[src/sv/aas_pkg.sv]
// Shared types, codes and helpers for the aligned access splitter.
package aas_pkg;

  localparam int MAX_READ_BYTES_DEFAULT = 128;
  localparam int RUN_COUNT_W = 8;
  localparam int QUEUE_DEPTH = 4;

  localparam logic [1:0] OP_READ  = 2'd0;
  localparam logic [1:0] OP_WRITE = 2'd1;
  localparam logic [1:0] OP_DATA  = 2'd2;

  localparam logic [2:0] KIND_READ  = 3'd0;
  localparam logic [2:0] KIND_WRITE = 3'd1;
  localparam logic [2:0] KIND_EMPTY = 3'd2;
  localparam logic [2:0] KIND_RANGE = 3'd3;
  localparam logic [2:0] KIND_LONG  = 3'd4;
  localparam logic [2:0] KIND_STRAY = 3'd5;

  typedef struct packed {
    logic                   run;
    logic [2:0]             kind;
    logic [31:0]            address;
    logic [2:0]             bytes;
    logic [31:0]            value;
    logic [RUN_COUNT_W-1:0] count;
  } cmd_t;

  function automatic logic [2:0] size_for(input logic [1:0] addr_low,
                                          input logic lt2, input logic lt4);
    logic [2:0] sz;
    if (addr_low[0] || lt2) begin
      sz = 3'd1;
    end else if (addr_low[1] || lt4) begin
      sz = 3'd2;
    end else begin
      sz = 3'd4;
    end
    return sz;
  endfunction

endpackage

[src/sv/aas_req_if.sv]
// Request channel: opcode, range and write data byte.
interface aas_req_if;
  logic        valid;
  logic        ready;
  logic [1:0]  opcode;
  logic [31:0] start_address;
  logic [31:0] byte_count;
  logic [7:0]  data_byte;

  modport source(output valid, opcode, start_address, byte_count, data_byte,
                 input ready);
  modport sink(input valid, opcode, start_address, byte_count, data_byte,
               output ready);
endinterface

[src/sv/aas_res_if.sv]
// Result channel: one access or status per item.
interface aas_res_if;
  logic        valid;
  logic        ready;
  logic [2:0]  kind;
  logic [31:0] access_address;
  logic [2:0]  access_bytes;
  logic [31:0] write_value;
  logic        last;

  modport source(output valid, kind, access_address, access_bytes, write_value, last,
                 input ready);
  modport sink(input valid, kind, access_address, access_bytes, write_value, last,
               output ready);
endinterface

[src/sv/aas_front.sv]
// Front end: accepts items, checks ranges, gathers write bytes, queues commands.
module aas_front #(
  parameter int MAX_READ_BYTES = aas_pkg::MAX_READ_BYTES_DEFAULT
) (
  input  logic          clk,
  input  logic          rst,
  aas_req_if.sink       req,
  input  logic          q_full,
  output logic          push,
  output aas_pkg::cmd_t push_cmd
);
  import aas_pkg::*;

  logic        writing, writing_next;
  logic [31:0] next_address, next_address_next;
  logic [31:0] bytes_left, bytes_left_next;
  logic [31:0] gathered_value, gathered_value_next;
  logic [2:0]  gathered_count, gathered_count_next;
  logic [2:0]  access_size, access_size_next;

  logic        accept;
  logic [32:0] range_end;
  logic        range_err;
  logic [31:0] merged;
  logic [2:0]  count_inc;
  logic [31:0] left_sub;
  logic [31:0] addr_inc;

  assign req.ready = !q_full;
  assign accept    = req.valid && !q_full;
  assign range_end = {1'b0, req.start_address} + {1'b0, req.byte_count};
  assign range_err = range_end[32] && (range_end[31:0] != 32'd0);
  assign count_inc = gathered_count + 3'd1;
  assign left_sub  = (bytes_left >= {29'd0, access_size}) ?
                     bytes_left - {29'd0, access_size} : 32'd0;
  assign addr_inc  = next_address + {29'd0, access_size};

  always_comb begin
    case (gathered_count[1:0])
      2'd0:    merged = gathered_value | {24'd0, req.data_byte};
      2'd1:    merged = gathered_value | {16'd0, req.data_byte, 8'd0};
      2'd2:    merged = gathered_value | {8'd0, req.data_byte, 16'd0};
      default: merged = gathered_value | {req.data_byte, 24'd0};
    endcase
  end

  always_comb begin
    writing_next        = writing;
    next_address_next   = next_address;
    bytes_left_next     = bytes_left;
    gathered_value_next = gathered_value;
    gathered_count_next = gathered_count;
    access_size_next    = access_size;
    push                = 1'b0;
    push_cmd            = '0;
    if (accept) begin
      unique case (req.opcode) inside
        OP_READ, OP_WRITE: begin
          writing_next        = 1'b0;
          gathered_value_next = '0;
          gathered_count_next = '0;
          push                = 1'b1;
          if (range_err) begin
            push_cmd.kind = KIND_RANGE;
          end else if (req.opcode == OP_READ &&
                       req.byte_count > 32'(MAX_READ_BYTES)) begin
            push_cmd.kind = KIND_LONG;
          end else if (req.byte_count == 32'd0) begin
            push_cmd.kind = KIND_EMPTY;
          end else if (req.opcode == OP_READ) begin
            push_cmd.run     = 1'b1;
            push_cmd.kind    = KIND_READ;
            push_cmd.address = req.start_address;
            push_cmd.count   = req.byte_count[RUN_COUNT_W-1:0];
          end else begin
            // arm the write; data bytes follow
            push              = 1'b0;
            writing_next      = 1'b1;
            next_address_next = req.start_address;
            bytes_left_next   = req.byte_count;
            access_size_next  = size_for(req.start_address[1:0],
                                         req.byte_count < 32'd2,
                                         req.byte_count < 32'd4);
          end
        end
        OP_DATA: begin
          if (!writing) begin
            push          = 1'b1;
            push_cmd.kind = KIND_STRAY;
          end else if (count_inc == access_size) begin
            push                = 1'b1;
            push_cmd.kind       = KIND_WRITE;
            push_cmd.address    = next_address;
            push_cmd.bytes      = access_size;
            push_cmd.value      = merged;
            next_address_next   = addr_inc;
            bytes_left_next     = left_sub;
            gathered_value_next = '0;
            gathered_count_next = '0;
            if (left_sub == 32'd0) begin
              writing_next     = 1'b0;
              access_size_next = '0;
            end else begin
              access_size_next = size_for(addr_inc[1:0], left_sub < 32'd2,
                                          left_sub < 32'd4);
            end
          end else begin
            gathered_value_next = merged;
            gathered_count_next = count_inc;
          end
        end
        default: begin
          // unused opcode: drop
        end
      endcase
    end
  end

  always_ff @(posedge clk) begin
    if (rst) begin
      writing        <= 1'b0;
      next_address   <= '0;
      bytes_left     <= '0;
      gathered_value <= '0;
      gathered_count <= '0;
      access_size    <= '0;
    end else begin
      writing        <= writing_next;
      next_address   <= next_address_next;
      bytes_left     <= bytes_left_next;
      gathered_value <= gathered_value_next;
      gathered_count <= gathered_count_next;
      access_size    <= access_size_next;
    end
  end

endmodule

[src/sv/aas_queue.sv]
// Short command queue between the front and back ends.
module aas_queue (
  input  logic          clk,
  input  logic          rst,
  input  logic          push,
  input  aas_pkg::cmd_t push_cmd,
  output logic          full,
  input  logic          pop,
  output aas_pkg::cmd_t pop_cmd,
  output logic          empty
);
  import aas_pkg::*;

  localparam int PTR_W = $clog2(QUEUE_DEPTH);

  cmd_t             entries [QUEUE_DEPTH];
  logic [PTR_W-1:0] wr_ptr;
  logic [PTR_W-1:0] rd_ptr;
  logic [PTR_W:0]   fill;

  assign full    = fill == (PTR_W + 1)'(QUEUE_DEPTH);
  assign empty   = fill == '0;
  assign pop_cmd = entries[rd_ptr];

  always_ff @(posedge clk) begin
    if (push) begin
      entries[wr_ptr] <= push_cmd;
    end
  end

  always_ff @(posedge clk) begin
    if (rst) begin
      wr_ptr <= '0;
      rd_ptr <= '0;
      fill   <= '0;
    end else begin
      if (push) begin
        wr_ptr <= (wr_ptr == PTR_W'(QUEUE_DEPTH - 1)) ? '0 : wr_ptr + 1'b1;
      end
      if (pop) begin
        rd_ptr <= (rd_ptr == PTR_W'(QUEUE_DEPTH - 1)) ? '0 : rd_ptr + 1'b1;
      end
      fill <= fill + (PTR_W + 1)'(push) - (PTR_W + 1)'(pop);
    end
  end

endmodule

[src/sv/aas_back.sv]
// Back end: expands read runs one access a cycle while its result register is free, and drives that register.
module aas_back (
  input  logic          clk,
  input  logic          rst,
  input  logic          q_empty,
  input  aas_pkg::cmd_t q_cmd,
  output logic          pop,
  aas_res_if.source     res
);
  import aas_pkg::*;

  logic                   run_active, run_active_next;
  logic [31:0]            run_addr, run_addr_next;
  logic [RUN_COUNT_W-1:0] run_left, run_left_next;

  logic        out_valid, out_valid_next;
  logic [2:0]  out_kind, out_kind_next;
  logic [31:0] out_addr, out_addr_next;
  logic [2:0]  out_bytes, out_bytes_next;
  logic [31:0] out_value, out_value_next;
  logic        out_last, out_last_next;

  logic                   out_free;
  logic [31:0]            src_addr;
  logic [RUN_COUNT_W-1:0] src_left;
  logic [2:0]             sz;
  logic [RUN_COUNT_W-1:0] left_after;

  assign out_free   = !out_valid || res.ready;
  assign src_addr   = run_active ? run_addr : q_cmd.address;
  assign src_left   = run_active ? run_left : q_cmd.count;
  assign sz         = size_for(src_addr[1:0], src_left < RUN_COUNT_W'(2),
                               src_left < RUN_COUNT_W'(4));
  assign left_after = src_left - RUN_COUNT_W'(sz);

  always_comb begin
    pop             = 1'b0;
    run_active_next = run_active;
    run_addr_next   = run_addr;
    run_left_next   = run_left;
    out_valid_next  = out_valid && !res.ready;
    out_kind_next   = out_kind;
    out_addr_next   = out_addr;
    out_bytes_next  = out_bytes;
    out_value_next  = out_value;
    out_last_next   = out_last;
    if (out_free && (run_active || !q_empty)) begin
      out_valid_next = 1'b1;
      pop            = !run_active;
      if (run_active || q_cmd.run) begin
        // emit the next read access, advance the run
        out_kind_next   = KIND_READ;
        out_addr_next   = src_addr;
        out_bytes_next  = sz;
        out_value_next  = '0;
        out_last_next   = left_after == '0;
        run_active_next = left_after != '0;
        run_addr_next   = src_addr + {29'd0, sz};
        run_left_next   = left_after;
      end else begin
        out_kind_next  = q_cmd.kind;
        out_addr_next  = q_cmd.address;
        out_bytes_next = q_cmd.bytes;
        out_value_next = q_cmd.value;
        out_last_next  = 1'b1;
      end
    end
  end

  always_ff @(posedge clk) begin
    if (rst) begin
      run_active <= 1'b0;
      out_valid  <= 1'b0;
    end else begin
      run_active <= run_active_next;
      out_valid  <= out_valid_next;
    end
  end

  always_ff @(posedge clk) begin
    run_addr  <= run_addr_next;
    run_left  <= run_left_next;
    out_kind  <= out_kind_next;
    out_addr  <= out_addr_next;
    out_bytes <= out_bytes_next;
    out_value <= out_value_next;
    out_last  <= out_last_next;
  end

  assign res.valid          = out_valid;
  assign res.kind           = out_kind;
  assign res.access_address = out_addr;
  assign res.access_bytes   = out_bytes;
  assign res.write_value    = out_value;
  assign res.last           = out_last;

endmodule

[src/sv/aligned_access_splitter.sv]
// Path: an accepted item's result is registered in the command queue, then in the output register.
// Throughput: one item per cycle while the four-entry command queue has room;
// results leave at one per cycle from the back end's output register while the
// receiver is ready, and a read of N accesses gives N results.
// Reset (synchronous, rst high) empties the queue, drops any run or armed write.
module aligned_access_splitter #(
  parameter int MAX_READ_BYTES = aas_pkg::MAX_READ_BYTES_DEFAULT
) (
  input  logic      clk,
  input  logic      rst,
  aas_req_if.sink   req,
  aas_res_if.source res
);
  import aas_pkg::*;

  logic q_full;
  logic q_empty;
  logic push;
  logic pop;
  cmd_t push_cmd;
  cmd_t pop_cmd;

  aas_front #(
    .MAX_READ_BYTES(MAX_READ_BYTES)
  ) u_front (
    .clk(clk),
    .rst(rst),
    .req(req),
    .q_full(q_full),
    .push(push),
    .push_cmd(push_cmd)
  );

  aas_queue u_queue (
    .clk(clk),
    .rst(rst),
    .push(push),
    .push_cmd(push_cmd),
    .full(q_full),
    .pop(pop),
    .pop_cmd(pop_cmd),
    .empty(q_empty)
  );

  aas_back u_back (
    .clk(clk),
    .rst(rst),
    .q_empty(q_empty),
    .q_cmd(pop_cmd),
    .pop(pop),
    .res(res)
  );

endmodule

[src/flat_wrapper.sv]
// flat-port wrapper written by rule: the top's interface ports become plain ports
module aligned_access_splitter_flat import aas_pkg::*;
#(
  parameter int MAX_READ_BYTES = aas_pkg::MAX_READ_BYTES_DEFAULT
)
  (clk, rst, req_valid, req_opcode, req_start_address, req_byte_count, req_data_byte, req_ready, res_valid, res_kind, res_access_address, res_access_bytes, res_write_value, res_last, res_ready);
  aas_req_if req_i ();
  aas_res_if res_i ();
  input  logic clk;
  input  logic rst;
  input wire logic [$bits(req_i.valid)-1:0] req_valid;
  input wire logic [$bits(req_i.opcode)-1:0] req_opcode;
  input wire logic [$bits(req_i.start_address)-1:0] req_start_address;
  input wire logic [$bits(req_i.byte_count)-1:0] req_byte_count;
  input wire logic [$bits(req_i.data_byte)-1:0] req_data_byte;
  output wire logic [$bits(req_i.ready)-1:0] req_ready;
  output wire logic [$bits(res_i.valid)-1:0] res_valid;
  output wire logic [$bits(res_i.kind)-1:0] res_kind;
  output wire logic [$bits(res_i.access_address)-1:0] res_access_address;
  output wire logic [$bits(res_i.access_bytes)-1:0] res_access_bytes;
  output wire logic [$bits(res_i.write_value)-1:0] res_write_value;
  output wire logic [$bits(res_i.last)-1:0] res_last;
  input wire logic [$bits(res_i.ready)-1:0] res_ready;
  assign req_i.valid = req_valid;
  assign req_i.opcode = req_opcode;
  assign req_i.start_address = req_start_address;
  assign req_i.byte_count = req_byte_count;
  assign req_i.data_byte = req_data_byte;
  assign req_ready = req_i.ready;
  assign res_valid = res_i.valid;
  assign res_kind = res_i.kind;
  assign res_access_address = res_i.access_address;
  assign res_access_bytes = res_i.access_bytes;
  assign res_write_value = res_i.write_value;
  assign res_last = res_i.last;
  assign res_i.ready = res_ready;
  aligned_access_splitter #(.MAX_READ_BYTES(MAX_READ_BYTES)) u_core (.clk(clk), .rst(rst), .req(req_i), .res(res_i));
endmodule
[config.mk]
export PLATFORM = sky130hd
export DESIGN_NAME = aligned_access_splitter_flat
export DESIGN_NICKNAME = d
export VERILOG_FILES = /design/src/sv/aas_pkg.sv /design/src/sv/aas_req_if.sv /design/src/sv/aas_res_if.sv /design/src/sv/aas_front.sv /design/src/sv/aas_queue.sv /design/src/sv/aas_back.sv /design/src/sv/aligned_access_splitter.sv /design/src/flat_wrapper.sv
export SDC_FILE = /design/constraint.sdc
export NUM_CORES = 1
export LEC_CHECK = 0
export ABC_CLOCK_PERIOD_IN_PS = 5230
export BUFFER_PORTS_ARGS = -buffer_cell sky130_fd_sc_hd__clkbuf_2
export CELL_PAD_IN_SITES_DETAIL_PLACEMENT = 2
export CELL_PAD_IN_SITES_GLOBAL_PLACEMENT = 2
export CORE_MARGIN = 5
export CORE_UTILIZATION = 38
export CTS_CLUSTER_SIZE = 20
export DETAILED_ROUTE_END_ITERATION = 10
export GPL_ROUTABILITY_DRIVEN = 1
export HOLD_SLACK_MARGIN = 0.08
export PLACE_DENSITY_LB_ADDON = 0.1
export SLEW_MARGIN = 30
export SYNTH_ARGS = -nofsm -noshare
export SYNTH_HDL_FRONTEND = slang
export SYNTH_HIERARCHICAL = 1
export SYNTH_SLANG_ARGS = --single-unit
[constraint.sdc]
create_clock -name clk -period 5.23 [get_ports clk]
set_input_delay 0.2615 -clock clk [delete_from_list [all_inputs] [get_ports clk]]
set_output_delay 0.2615 -clock clk [all_outputs]
set_load 0.005 [all_outputs]
Yosys cells after proc, flatten, opt, wreduce, memory -nomap -nowiden

Memories as Yosys holds them, arrays and structs flattened. A register that Yosys moved wholly into a read port is not among the register bits.
Index checks and enable logic that the tools add are counted.
W data, S select, Z words.

Flip-flop bits (word level): 223
Bits in latches: 0
Memory bits (writable): 316
Bits in read-only memories: 0
Input port bits: 78
Logic and storage cells: 174
Memories kept: 1

Add/subtract/negate cells: 10
Multiply operators: 0
Divide/modulo/power cells: 0
Magnitude comparators: 8
Equality and inequality tests: 14
Shifts and indexed selects: 0
Muxes and demuxes: 86
Bitwise logic cells: 4
Reductions and logical operators: 33

Memories:

| name                   | depth | bits a word | rd ports | clocked after Yosys merged registers in | write ports | line            | source |
|---|---|---|---|---|---|---|---|
| u_core.u_queue.entries | 4     | 79          | 1        | 1                                       | 1           | aas_queue.sv:16 | `cmd_t entries [QUEUE_DEPTH];` |

Operators with widths:

| operator              | count |
|---|---|
| $mux W32              | 20 |
| $pmux W32 S2          | 3 |
| $pmux W32 S3          | 1 |
| $mux W79              | 1 |
| $pmux W35 S2          | 1 |
| $mux W68              | 1 |
| $mux W67              | 1 |
| $add A32 B3 Y32       | 2 |
| $logic_not A32 Y1     | 2 |
| $lt A32 B2 Y1 const B | 2 |
| $lt A32 B3 Y1 const B | 2 |
| $mux W3               | 20 |
| $mux W8               | 6 |
| $mux W36              | 1 |
| $mux W35              | 1 |
| $add A32 B32 Y33      | 1 |
| $ge A32 B3 Y1         | 1 |
| $gt A32 B8 Y1 const B | 1 |
| $or A32 B16 Y32       | 1 |
| $or A32 B24 Y32       | 1 |
| $or A32 B32 Y32       | 1 |
| $or A32 B8 Y32        | 1 |
| $reduce_bool A32 Y1   | 1 |
| $sub A32 B3 Y32       | 1 |
| 29 further kinds      | 82 |

Depth between registers and ports, before layout

Gate-level depths: netlist (run 1).

Word-level depth: 10
Gate-level depth with buffers: 19

Hierarchy

Netlist (run 1), hierarchy kept.

Modules (own cells, without submodules):

| module    | times used | cells an instance | area each (um2) | sequential area each (um2) |
|---|---|---|---|---|
| aas_queue | 1          | 455               | 11830.1         | 9669.3 |
| aas_front | 1          | 1303              | 9095.0          | 2062.0 |
| aas_back  | 1          | 406               | 5450.2          | 3373.2 |

Least setup slack after synthesis (run 1)

No wires, ideal clock.

Kind: input to register
Start point: input port req_start_address[0]
End point: memory u_core/u_queue/entries[0][0] in the netlist's numbering, enable pin
Setup time: 0.446 ns
Arrival time: 4.867 ns
Setup slack: -0.083 ns
Stages on the path: 15
Buffers on the path: 0
Cell sequence: ha_1 -> inv_1 -> fa_1 -> nor2b_1 -> o21bai_1 -> a31oi_1 -> o21ai_0 -> o32a_1 -> nand4b_1 -> nor4_2 -> nand3_1 -> o21a_2 -> a21oi_1 -> a211oi_1 -> and2_1

Word-level cells in the longest chain between the ends: 8

RTL lines:

| item                              | line                          | source |
|---|---|---|
| start: declaration                | flat_wrapper.sv:13            | `input wire logic [$bits(req_i.start_address)-1:0] req_start_address;` |
| $add A32 B32 Y33 (*)              | aas_front.sv:31               | `assign range_end = {1'b0, req.start_address} + {1'b0, req.byte_count};` |
| $reduce_bool A32 Y1               | aas_front.sv:32               | `assign range_err = range_end[32] && (range_end[31:0] != 32'd0);` |
| $logic_and A1 B1 Y1 (*)           | aas_front.sv:32               |  |
| $mux W1 (*)                       | aas_front.sv:63               | `if (range_err) begin` |
| $pmux W1 S2 (*)                   | aas_front.sv:57               | `unique case (req.opcode) inside` |
| $mux W1 (*)                       | aas_front.sv:56               | `if (accept) begin` |
| named net u_core.push             | aligned_access_splitter.sv:18 | `logic push;` |
| $mux W1 (*)                       | aas_queue.sv:26               | `if (push) begin` |
| $mux W1 (not written as such) (*) | aas_queue.sv:27               | `entries[wr_ptr] <= push_cmd;` |
| end: declaration                  | aas_queue.sv:16               |  |

Mark *: on every way through the listed nets, which the timed path passes. The rest lies on a longest branch.

Worst setup path after layout (run 1)

Start point: input port req_start_address[0]
End point: register u_core.u_queue.fill[1]

Word-level cells in the longest chain between the ends: 8

RTL lines:

| item                    | line                          | source |
|---|---|---|
| $add A32 B32 Y33 (*)    | aas_front.sv:31               |  |
| $reduce_bool A32 Y1     | aas_front.sv:32               |  |
| $logic_and A1 B1 Y1 (*) | aas_front.sv:32               |  |
| $mux W1 (*)             | aas_front.sv:63               |  |
| $pmux W1 S2 (*)         | aas_front.sv:57               |  |
| $mux W1 (*)             | aas_front.sv:56               |  |
| named net u_core.push   | aligned_access_splitter.sv:18 |  |
| $add A3 B1 Y3 (*)       | aas_queue.sv:43               | `fill <= fill + (PTR_W + 1)'(push) - (PTR_W + 1)'(pop);` |
| $sub A3 B1 Y3 (*)       | aas_queue.sv:43               |  |
| end signal: assignment  | aas_queue.sv:43               |  |
| end: declaration        | aas_queue.sv:19               | `logic [PTR_W:0] fill;` |

Marked as above.
A chain may end at the register's enable or synchronous reset.

==> flow_summary_export.csv, run 1 <==
group,metric,value,unit
global_routing,grt_max_degree,66,
placed_design,hpwl,65000,um
layout,final_cell_mix,"edfxtp_1, nor2_1, nand2_1",
detailed_routing,drt-vias-per-instance,5.77,
clock_tree,cts_buffers,59,
sta,min_period_over_period,95.6,%
detailed_routing,ant_nets,0,
placed_design,place_congestion,0.884,
outcome,status,"completed",
clock_tree,cts-root-buf,"clkbuf_16",
floorplanning,die_w,273,um
clock_tree,cts_num_sinks,541,
sta,drv_slew,0,
clock_tree,tritoncts,"yes",
synthesis,synth_nets,2303,
sta,hold_viol_final,0,
synthesis,synth_seq_cells,541,
synthesis,ys_types,90,
detailed_routing,dr.first_iter.drc_count,1341,
critical_path,cp_slowest_cell,"dlygate4sd3_1",
layout,drive_above_1_share,18.3,%
floorplanning,chipHeight,273,um
sta,fmax,200,MHz
critical_path,path_class,"in2reg",
floorplanning,boundaryPins,151,
synthesis,syn_area_per_cell,12.2,um2
synthesis,synth_area,26400,um2
layout,layout_commonest_cell,"edfxtp_1",
sta,tightest_slew,1.00,ns
detailed_routing,firstDrtPassIters,4,
detailed_routing,vias,19200,
synthesis,async_reset_ff_share,0,%
clock_tree,cts_setup_buffers,0,
critical_path,path_cells,"dlygate4sd3_1 > clkbuf_2 > ha_1 > inv_1 > fa_1 > nor2b_2 > o22ai_1 > or4_1 > nor3_1 > o2111ai_1 > or4_1 > nor4_2 > nand3_1 > o21a_2 > a21oi_1 > a211oi_2 > ha_1 > inv_1 > fa_1 > nor2_1",
sta,post-route-min-period,5.00,ns
run,maxCapViolations,0,
clock_tree,clk_latency,0.64,ns
detailed_routing,drc,0,
floorplanning,initial_utilization,38.4,%
critical_path,crit_arrival,5.54,ns
floorplanning,rows,96,
clock_tree,cts_buffer_depth,3,
synthesis,syn_inst,2164,
worst_hold_path,hold_path_class,"in2reg",
clock_tree,htreeDepth,2,
pwr,vdd_drop_max,0.301,mV
floorplanning,die_area,74800,um2
sta,whs,0.120,ns
synthesis,synth_edf_count,427,
synthesis,yosys_warnings,6,
detailed_routing,finalWirelength,90300,um
critical_path,slowest_delay,0.58,ns
sta,rsz0062_at_grt,"false",
floorplanning,coreArea,68700,um2
global_routing,gr-total-overflow,0,
sta,finalSetupViolCount,0,
global_routing,grt_pass1_wl,137000,um
critical_path,end_kind,"flip-flop",
layout,fillers,6955,
global_routing,grt_util_all_layers,23.8,%
layout,area_delta_synth_final,16.5,%
critical_path,crit_start,"req_start_address[0]",
sta,tns,0,ns
synthesis,ys_seq_area_share,57.3,%
pwr,power_density,486,nW/um2
placed_design,io_buffers,150,
clock_tree,clk_pin_slew_worst_paths,0.06,ns
sta,slew_headroom,33.2,%
sta,skew,0.0387,ns
critical_path,worstPathRequired,5.77,ns
synthesis,synth_flop_cell,"edfxtp_1",
global_routing,antenna_found_initial,3,
placed_design,placed_area,28300,um2
worst_hold_path,hp-start,"req_byte_count[25]",
layout,fin_nets,2481,
layout,final_area,30700,um2
pwr,p_leak,0.0103,uW
global_routing,first_global_vias,21000,
detailed_routing,wl_per_cell,27.1,um
critical_path,startpoint_type,"primary input",
critical_path,worst-path-max-fanout,8,
==> metrics by stage <==
stage               std cells  utilization, %  worst slack (ns)  power, uW
floorplan                2164               -             0.755       9090
global placement         3165            41.1             0.253      10500
detailed placement       3166            41.2           -0.0505      10800
CTS                      3323            44.7            0.0145      15100
global route             3324            44.7            0.0192      15700
finish                   3326            44.7             0.228      14900
==> logic make-up (layout without fill, tap and decap cells) <==
kind of cell	count (synthesis)	count (layout)	synth area share (%)
AO/OA/AOI/OAI	493	493	12.7
XOR/XNOR	57	57	1.94
adder cells (fa/ha/maj)	61	61	3.06
buffers and inverters	190	418	3.23
flip-flops	541	541	57.3
multiplexers	132	132	8.86
other	0	3	0
AND/OR/NAND/NOR	690	690	12.9
==> Yosys cell counts, drive strengths merged, types with 10 or more instances <==
library cell  number  share of area, %
or3               15              0.37
mux4              79               6.7
xor2              24              0.80
nor2b             21              0.50
a22oi             39               1.1
nand4             24              0.57
xnor2             32               1.1
inv               58              0.83
nor3              72               1.4
mux2              22              0.94
buf               51               1.2
a32o              22              0.83
mux2i             31               1.2
o21a              12              0.35
o21ai             68               1.3
nand2b            10              0.24
nand3b            11              0.31
ha                55               2.6
and3              13              0.31
a211oi            37               1.1
o22ai             11              0.26
a21oi            155               3.0
nor2             196               2.8
a21o              12              0.34
edfxtp           427                49
nand2            162               2.3
nand3             39              0.74
and2              57               1.4
dfxtp            114               8.7
a22o              34               1.1
clkbuf            81               1.2
nor4              30              0.74
==> registers in the layout, summed over array words and instances, names as in the netlist, 2 cells and up, named ones only <==
name,flops
u_core/u_front/gathered_count,3
u_core/u_back/run_addr,32
u_core/u_back/res.kind,3
u_core/u_back/res.access_address,32
u_core/u_front/gathered_value,32
u_core/u_front/next_address,32
u_core/u_back/res.write_value,32
u_core/u_front/access_size,3
u_core/u_queue/rd_ptr,2
u_core/u_front/bytes_left,32
u_core/u_queue/wr_ptr,2
u_core/u_queue/entries,316
u_core/u_queue/fill,3
u_core/u_back/run_left,8
u_core/u_back/res.access_bytes,3
==> cell type report <==
class                           instances  area, um2  area share [%]
Sequential cell                       541      15100            49.2
Clock buffer                           73       1540            5.01
Clock inverter                         38        404            1.32
Multi-Input combinational cell       1433      10500            34.2
Inverter                               58        218           0.709
Timing Repair Buffer                  249       1770            5.76
Tap cell                              931       1160            3.79
Antenna cell                            3       7.51          0.0244
==> critical path: cells and delay by family <==
kind / cells / cell delay [ns]
and+or+nand+nor: 7 / 2.03
adders and majority gates: 4 / 1.28
AOI/OAI and AO/OA: 5 / 1.03
buffers and inverters: 4 / 0.93
==> final timing paths <==
| kind | endpoint | slack, ns | cells past startpoint |
|---|---|---|---|
| setup / recovery | u_core/u_queue/fill[1]$_SDFF_PP0_ | 0.23 | 20 |
| hold / removal | u_core/u_front/bytes_left[25]$_SDFFE_PP0P_ | 0.12 | 4 |
| setup reg to reg | u_core/u_back/run_addr[26]$_DFFE_PP_ | 0.33 | 12 |
| hold reg to reg | u_core/u_front/gathered_value[28]$_SDFFE_PP0P_ | 0.48 | 2 |
==> timing repair <==
| action | CTS | global route |
|---|---|---|
| hold buffers | 46 | 0 |
| endpoints found under the setup margin | 0 | 44 |
| hold endpoints to repair | 71 | 0 |
| gates resized for setup | 0 | 1 |
==> layer usage <==
layer | global-route usage (%) | vias up | wire length [um]
met5 | 0 | - | 0
met4 | 5.28 | 0 | 1750
met3 | 4.07 | 93 | 4560
met2 | 39.9 | 433 | 44100
met1 | 32.8 | 9990 | 39900
li1 | - | 8663 | -
==> report_power, final <==
group	internal (uW)	leakage [uW]	total [uW]	switching [uW]
Clock	2400	0.000927	4220	1820
Sequential	5630	0.00479	6040	403
Combinational	1900	0.00461	4670	2770
Total	9930	0.0103	14900	5000
No activity file was read; power rests on OpenSTA's default activity.
==> run 2: changes to the inputs <==
- CORE_UTILIZATION: 38 -> 39
- HOLD_SLACK_MARGIN: 0.08 -> 0.12
- SYNTH_HIERARCHICAL: 1 -> default
==> run 2 against run 1 <==
Wire length is 1.0% higher. Combinational power is 9.0% lower. Area after synthesis is 0.46% lower. Worst setup slack better by 0.068 ns. Register-to-register slack better by 0.06 ns. Fmax is 1.4% higher. Final area is 0.24% lower. Non-clock buffer count is 9 higher. Cell count is 2.5% lower. Count of clock-buffer cells in the layout is 14 higher. Via count is 0.28% lower. Critical path type unchanged. Critical endpoint is now u_core.u_queue.fill[2]$_SDFF_PP0_. Largest power group unchanged. Highest routed layer is now met5.
==> flow_summary_export.csv, run 2 <==
group,metric,value,unit
worst_hold_path,hp-start,"req_byte_count[14]",
critical_path,worst-path-max-fanout,6,
synthesis,ys_types,86,
sta,min_period_over_period,94.3,%
sta,tightest_slew,0.948,ns
detailed_routing,drt-vias-per-instance,5.90,
synthesis,synth_seq_cells,541,
sta,skew,0.0264,ns
floorplanning,rows,95,
clock_tree,cts_num_sinks,541,
synthesis,synthAdderAreaFrac,3.08,%
detailed_routing,wl_met2,44500,um
critical_path,end_kind,"flip-flop",
pwr,vdd_drop_max,0.248,mV
synthesis,yosys_warnings,0,
global_routing,grt_pass1_wl,137000,um
synthesis,ys_top_cells_by_count,"edfxtp_1, nor2_1, a21oi_1, nand2_1, dfxtp_1",
critical_path,ff2ff_path_depth,17,
synthesis,yosysMostFrequentCell,"edfxtp_1",
synthesis,yosys.area_share.simple,12.4,%
detailed_routing,drc,0,
clock_tree,cts-root-buf,"clkbuf_16",
sta,fin_ws,0.296,ns
critical_path,crit_cells,22,
placed_design,hpwl,64100,um
critical_path,path_cells,"dlygate4sd3_1 > clkbuf_2 > ha_1 > fa_1 > a21o_1 > a221o_2 > a41oi_4 > a21oi_1 > mux2_1 > a2111oi_1 > and4_1 > a21oi_2 > nand3b_1 > nand2_1 > ha_1 > inv_1 > ha_1 > inv_1 > fa_1 > xor2_1 > xnor2_1 > nor2_1",
pwr,power_density,473,nW/um2
global_routing,grt_util_all_layers,24.5,%
layout,final_cell_mix,"edfxtp_1, nor2_1, a21oi_1",
critical_path,crit_start,"req_start_address[0]",
run,maxCapViolations,0,
detailed_routing,top_layer_used,"met5",
placed_design,place_congestion,0.866,
global_routing,grt_max_degree,76,
synthesis,synth_mux_area_share,9.12,%
clock_tree,clk_pin_slew_worst_paths,0.06,ns
floorplanning,chipHeight,269,um
layout,regMostFlops,"u_core.u_queue.entries",
detailed_routing,finalWirelength,91200,um
layout,layout_commonest_cell,"edfxtp_1",
clock_tree,cts_setup_buffers,0,
synthesis,synth_edf_count,427,
clock_tree,tritoncts,"yes",
sta,rsz0062_at_grt,"false",
sta,tns,0,ns
synthesis,async_reset_ff_share,0,%
critical_path,crit_top_cell,"ha_1",
synthesis,synth_compound_area_share,12.7,%
synthesis,synth-xor-area-share,2.20,%
floorplanning,initial_utilization,39.2,%
synthesis,synth.top_cell.area_share,48.8,%
layout,area_delta_synth_final,16.7,%
synthesis,syn_area_per_cell,12.3,um2
outcome,status,"completed",
synthesis,synth_flop_cell,"edfxtp_1",
detailed_routing,route.met3.wl,4000,um
synthesis,synth_area,26300,um2
clock_tree,htreeDepth,2,
detailed_routing,vias,19100,
critical_path,worstPathRequired,5.70,ns
sta,slew_headroom,36.7,%
clock_tree,clk_latency,0.64,ns
clock_tree,cts_buffers,60,
floorplanning,coreArea,66900,um2
worst_hold_path,hold_path_class,"in2reg",
critical_path,cp_top_family,"adder cells",
layout,largest_reg_flops,316,
critical_path,crit_buf_inv,4,
sta,drv_slew,0,
sta,finalSetupViolCount,0,
sta,hold_viol_final,0,
synthesis,syn_inst,2128,
detailed_routing,wl_per_cell,28.1,um
floorplanning,boundaryPins,151,
detailed_routing,wl_met1,40300,um
sta,post-route-min-period,4.93,ns
critical_path,cp_slowest_cell,"dlygate4sd3_1",
sta,fmax,203,MHz
critical_path,slowest_delay,0.58,ns
worst_hold_path,hold_path_depth,3,
detailed_routing,dr.first_iter.drc_count,1524,
synthesis,synth_top_family_by_area,"compound AO/OA/AOI/OAI gates",
synthesis,synth_area_leaders,"edfxtp_1, dfxtp_1, mux4_2",
global_routing,antenna_found_initial,4,
critical_path,startpoint_type,"primary input",
critical_path,crit_arrival,5.40,ns
global_routing,gr-total-overflow,0,
detailed_routing,ant_nets,0,
layout,drive_above_1_share,19.8,%
floorplanning,die_w,269,um
pwr,p_leak,0.0109,uW
critical_path,path_class,"in2reg",
placed_design,io_buffers,150,
clock_tree,cts_buffer_depth,3,
layout,fillers,6631,
global_routing,first_global_vias,20700,
layout,fin_nets,2457,
placed_design,dpl_worst_slack,0.139,ns
synthesis,synth_top_cell_by_area,"edfxtp_1",
detailed_routing,firstDrtPassIters,5,
synthesis,ys_seq_area_share,57.5,%
synthesis,synth_nets,2267,
floorplanning,die_area,72600,um2
==> run 2: changes by cell type after synthesis, sizes merged, moves of 11 or more <==
cell   previous run  this run
a32o             22         3
and2             57        20
xnor2            32        45
a22oi            39        28
nor2b            21        50
o31ai             8        20
nand2           162       151
==> run 2: worst min-delay path, cell delays in order <==
cell	delay (ns)
clkbuf_2	0.20
a211oi_1	0.11
nor3_1	0.15
==> run 2: what timing repair did <==
item / 4_1_cts / 5_1_grt
gates resized for setup: 0 / 7
endpoints found under the setup margin: 0 / 5
hold buffers: 52 / 0
hold endpoints to repair: 76 / 0
==> run 2: final timing paths <==
check	slack (ns)	endpoint
worst max-delay path	0.30	u_core.u_queue.fill[2]$_SDFF_PP0_
worst min register to register	0.48	u_core.u_front.gathered_value[28]$_SDFFE_PP0P_
worst min-delay path	0.16	u_core.u_front.bytes_left[14]$_SDFFE_PP0P_
worst max register to register	0.39	u_core.u_back.run_addr[29]$_DFFE_PP_
==> run 2: kinds of logic (layout without fill, tap and decap cells) <==
logic type | Yosys count | count (layout)
other | 0 | 1
XOR/XNOR | 66 | 66
buffers and inverters | 182 | 424
flip-flops | 541 | 541
AO/OA/AOI/OAI | 470 | 470
adder cells (fa/ha/maj) | 61 | 61
multiplexers | 137 | 137
AND/OR/NAND/NOR | 671 | 671
==> run 2: metal layers <==
layer,GRT usage (%),up-vias
li1,-,8522
met1,33.8,10000
met2,41.3,457
met3,3.10,124
met4,6.49,2
met5,0,-
==> run 2: final cells by class <==
class | instances | area [um2] | area share (%)
inverters | 52 | 195 | 0.637
diodes | 1 | 2.50 | 0.00817
repair buffers | 258 | 1790 | 5.85
clock buffers | 87 | 1710 | 5.59
well taps | 873 | 1090 | 3.56
flip-flops and latches | 541 | 15100 | 49.3
clock inverters | 27 | 287 | 0.935
multi-input cells | 1405 | 10400 | 34.1
==> run 2: power by group <==
part | leakage, uW | total (uW) | switching (uW) | internal (uW)
registers | 0.00526 | 5970 | 352 | 5610
clock network | 0.000986 | 4280 | 1800 | 2480
logic | 0.00469 | 4250 | 2580 | 1670
==> run 2: through the flow <==
stage / total power (uW) / hold slack (ns) / utilization, % / instance area, um2 / instances
3_3_place_gp: 10000 / 0.448 / 42.0 / 28100 / 3077
6_report: 14500 / 0.159 / 45.8 / 30600 / 3244
5_1_grt: 15200 / 0.137 / 45.8 / 30600 / 3244
3_5_place_dp: 10300 / 0.462 / 42.0 / 28100 / 3077
4_1_cts: 14700 / 0.123 / 45.7 / 30600 / 3243
2_1_floorplan: 8610 / 0.399 / - / 26300 / 2128
==> run 3: changes to the inputs <==
- CORE_UTILIZATION: 39 -> 28
==> run 3 against run 2 <==
Sequential share of layout area is 0.87 points lower. Utilization is 12 points lower. Flip-flop and latch count stayed put. Clock skew fell by 0.0036 ns. Clock power up 5.6%. Critical endpoint unchanged.
==> flow_summary_export.csv, run 3 (synthesized netlist as in run 2, its figures left out) <==
group,metric,value,unit
critical_path,end_kind,"flip-flop",
outcome,status,"completed",
floorplanning,initial_utilization,28.2,%
floorplanning,coreArea,93200,um2
critical_path,regToRegEndpoint,"u_core.u_back.run_addr[29]$_DFFE_PP_",
sta,post-route-min-period,4.91,ns
critical_path,reg2reg_slack,0.54,ns
clock_tree,htreeDepth,3,
sta,drv_slew,0,
floorplanning,boundaryPins,151,
layout,drive_above_1_share,19.7,%
layout,fin_nets,2459,
critical_path,ff2ff_path_depth,17,
sta,tightest_slew,1.05,ns
sta,hold_viol_final,0,
critical_path,startpoint_type,"primary input",
pwr,power_density,470,nW/um2
detailed_routing,vias,18700,
placed_design,hpwl,63800,um
clock_tree,clk_pin_slew_worst_paths,0.06,ns
pwr,p_sw_share,32.2,%
detailed_routing,firstDrtPassIters,4,
pwr,pwr-share-seq,40.3,%
run,maxCapViolations,0,
detailed_routing,ant_nets,0,
sta,tns,0,ns
pwr,p_leak,0.0110,uW
clock_tree,cts_setup_buffers,0,
global_routing,grt_util_all_layers,17.8,%
global_routing,first_global_vias,20500,
detailed_routing,wl_per_cell,24.8,um
sta,rsz0062_at_grt,"false",
critical_path,path_class,"in2reg",
placed_design,io_buffers,150,
sta,skew,0.0228,ns
floorplanning,rows,112,
floorplanning,chipHeight,316,um
sta,finalSetupViolCount,0,
sta,whs,0.143,ns
detailed_routing,dr.first_iter.drc_count,873,
global_routing,gr-total-overflow,0,
critical_path,worstPathRequired,5.68,ns
detailed_routing,drt-vias-per-instance,5.15,
clock_tree,cts-root-buf,"clkbuf_16",
critical_path,crit_arrival,5.36,ns
critical_path,cp_slowest_cell,"dlygate4sd3_1",
sta,min_period_over_period,93.8,%
global_routing,grt_pass1_wl,135000,um
global_routing,antenna_found_initial,3,
critical_path,slowest_delay,0.53,ns
global_routing,grt_max_degree,77,
critical_path,worst-path-max-fanout,6,
critical_path,crit_top_cell,"ha_1",
floorplanning,die_w,316,um
critical_path,cp_top_family,"compound AO/OA/AOI/OAI gates",
worst_hold_path,hold_path_class,"in2reg",
critical_path,crit_cells,22,
pwr,pwr-share-comb,28.9,%
critical_path,crit_start,"req_start_address[0]",
placed_design,place_congestion,0.830,
layout,largest_reg_flops,316,
clock_tree,clk_latency,0.61,ns
pwr,p_switching,4730,uW
pwr,p_int,9950,uW
critical_path,path_cells,"dlygate4sd3_1 > clkbuf_2 > ha_1 > fa_1 > a21o_1 > a221o_1 > a41oi_2 > a21oi_1 > mux2_1 > a2111oi_0 > and4_1 > a21oi_2 > nand3b_1 > nand2_1 > ha_1 > inv_1 > ha_1 > inv_1 > fa_1 > xor2_1 > xnor2_1 > nor2_1",
clock_tree,cts_buffers,66,
critical_path,crit_buf_inv,4,
floorplanning,die_area,100000,um2
clock_tree,tritoncts,"yes",
pwr,p_clk_share,30.8,%
clock_tree,cts_buffer_depth,3,
detailed_routing,finalWirelength,90000,um
layout,final_cell_mix,"edfxtp_1, nor2_1, a21oi_1",
layout,layout_commonest_cell,"edfxtp_1",
layout,area_delta_synth_final,18.8,%
critical_path,worstSetupEndpoint,"u_core.u_queue.fill[2]$_SDFF_PP0_",
layout,regMostFlops,"u_core.u_queue.entries",
clock_tree,cts_num_sinks,541,
sta,fmax,204,MHz
sta,slew_headroom,29.6,%
pwr,vdd_drop_max,0.221,mV
detailed_routing,drc,0,
[run 3: changes by cell type in the layout (fill, tap and decap cells not counted), sizes merged]
cell         delta
dlygate4sd3     -9
clkbuf          +8
buf             +5
clkinv          -4
clkinvlp        +2
diode           +2
[run 3: repair_timing]
action	CTS	global route
gates resized for setup	0	0
hold buffers	43	0
endpoints found under the hold margin	65	0
[run 3: stage by stage]
step                      setup WS, ns  total power [uW]  std cells  area, um2  util (%)
after floorplan                 0.0474              8610       2128      26300         -
after global placement           0.236             10300       3463      28600      30.7
after detailed placement         0.154             10400       3463      28600      30.7
after CTS                        0.261             15000       3626      31200      33.5
after global routing            0.0149             15500       3627      31200      33.5
final                            0.322             14700       3629      31200      33.5
[run 3: layout make-up]
| class | instances | area (um2) |
|---|---|---|
| timing repair buffer | 254 | 1780 |
| multi-input combinational | 1405 | 10400 |
| tap | 1254 | 1570 |
| clock buffer | 95 | 1830 |
| sequential | 541 | 15100 |
| inverter | 52 | 195 |
| clock inverter | 25 | 287 |
| fill | 9742 | 62000 |
| antenna | 3 | 7.51 |
[run 3: layer usage]
layer	track usage, %	wire length [um]	vias up
met4	4.42	1850	4
met3	2.65	3020	100
met2	29.0	42100	281
met1	25.1	43000	9770
met5	0	27	-
li1	-	-	8534
[run 3: worst min-delay path by stage]
stage | from | end | slack (ns) | cells past startpoint
2_1_floorplan | req_data_byte[7] | u_core.u_front.gathered_value[31]$_SDFFE_PP0P_ | 0.40 | 2
3_3_place_gp | u_core.u_front.gathered_value[24]$_SDFFE_PP0P_ | u_core.u_front.gathered_value[24]$_SDFFE_PP0P_ | 0.45 | 2
3_5_place_dp | u_core.u_front.gathered_value[30]$_SDFFE_PP0P_ | u_core.u_front.gathered_value[30]$_SDFFE_PP0P_ | 0.46 | 2
4_1_cts | req_byte_count[14] | u_core.u_front.bytes_left[14]$_SDFFE_PP0P_ | 0.12 | 3
5_1_grt | req_byte_count[14] | u_core.u_front.bytes_left[14]$_SDFFE_PP0P_ | 0.17 | 3
6_report | req_byte_count[14] | u_core.u_front.bytes_left[14]$_SDFFE_PP0P_ | 0.14 | 3
[run 3: tightest hold or removal path: cells and delay by family]
kind                   cells  cell delay [ns]
AO/OA/AOI/OAI              1             0.10
buffers and inverters      1             0.19
AND/OR/NAND/NOR            1             0.13
[run 3: power by group through the flow]
| stage | clock (uW) | combinational (uW) | sequential (uW) |
|---|---|---|---|
| detailed placement | 0 | 4330 | 6020 |
| floorplan | 0 | 2700 | 5910 |
| global placement | 0 | 4280 | 6000 |
| finish | 4520 | 4250 | 5910 |
| global route | 4840 | 4680 | 5980 |
| CTS | 4670 | 4380 | 5940 |
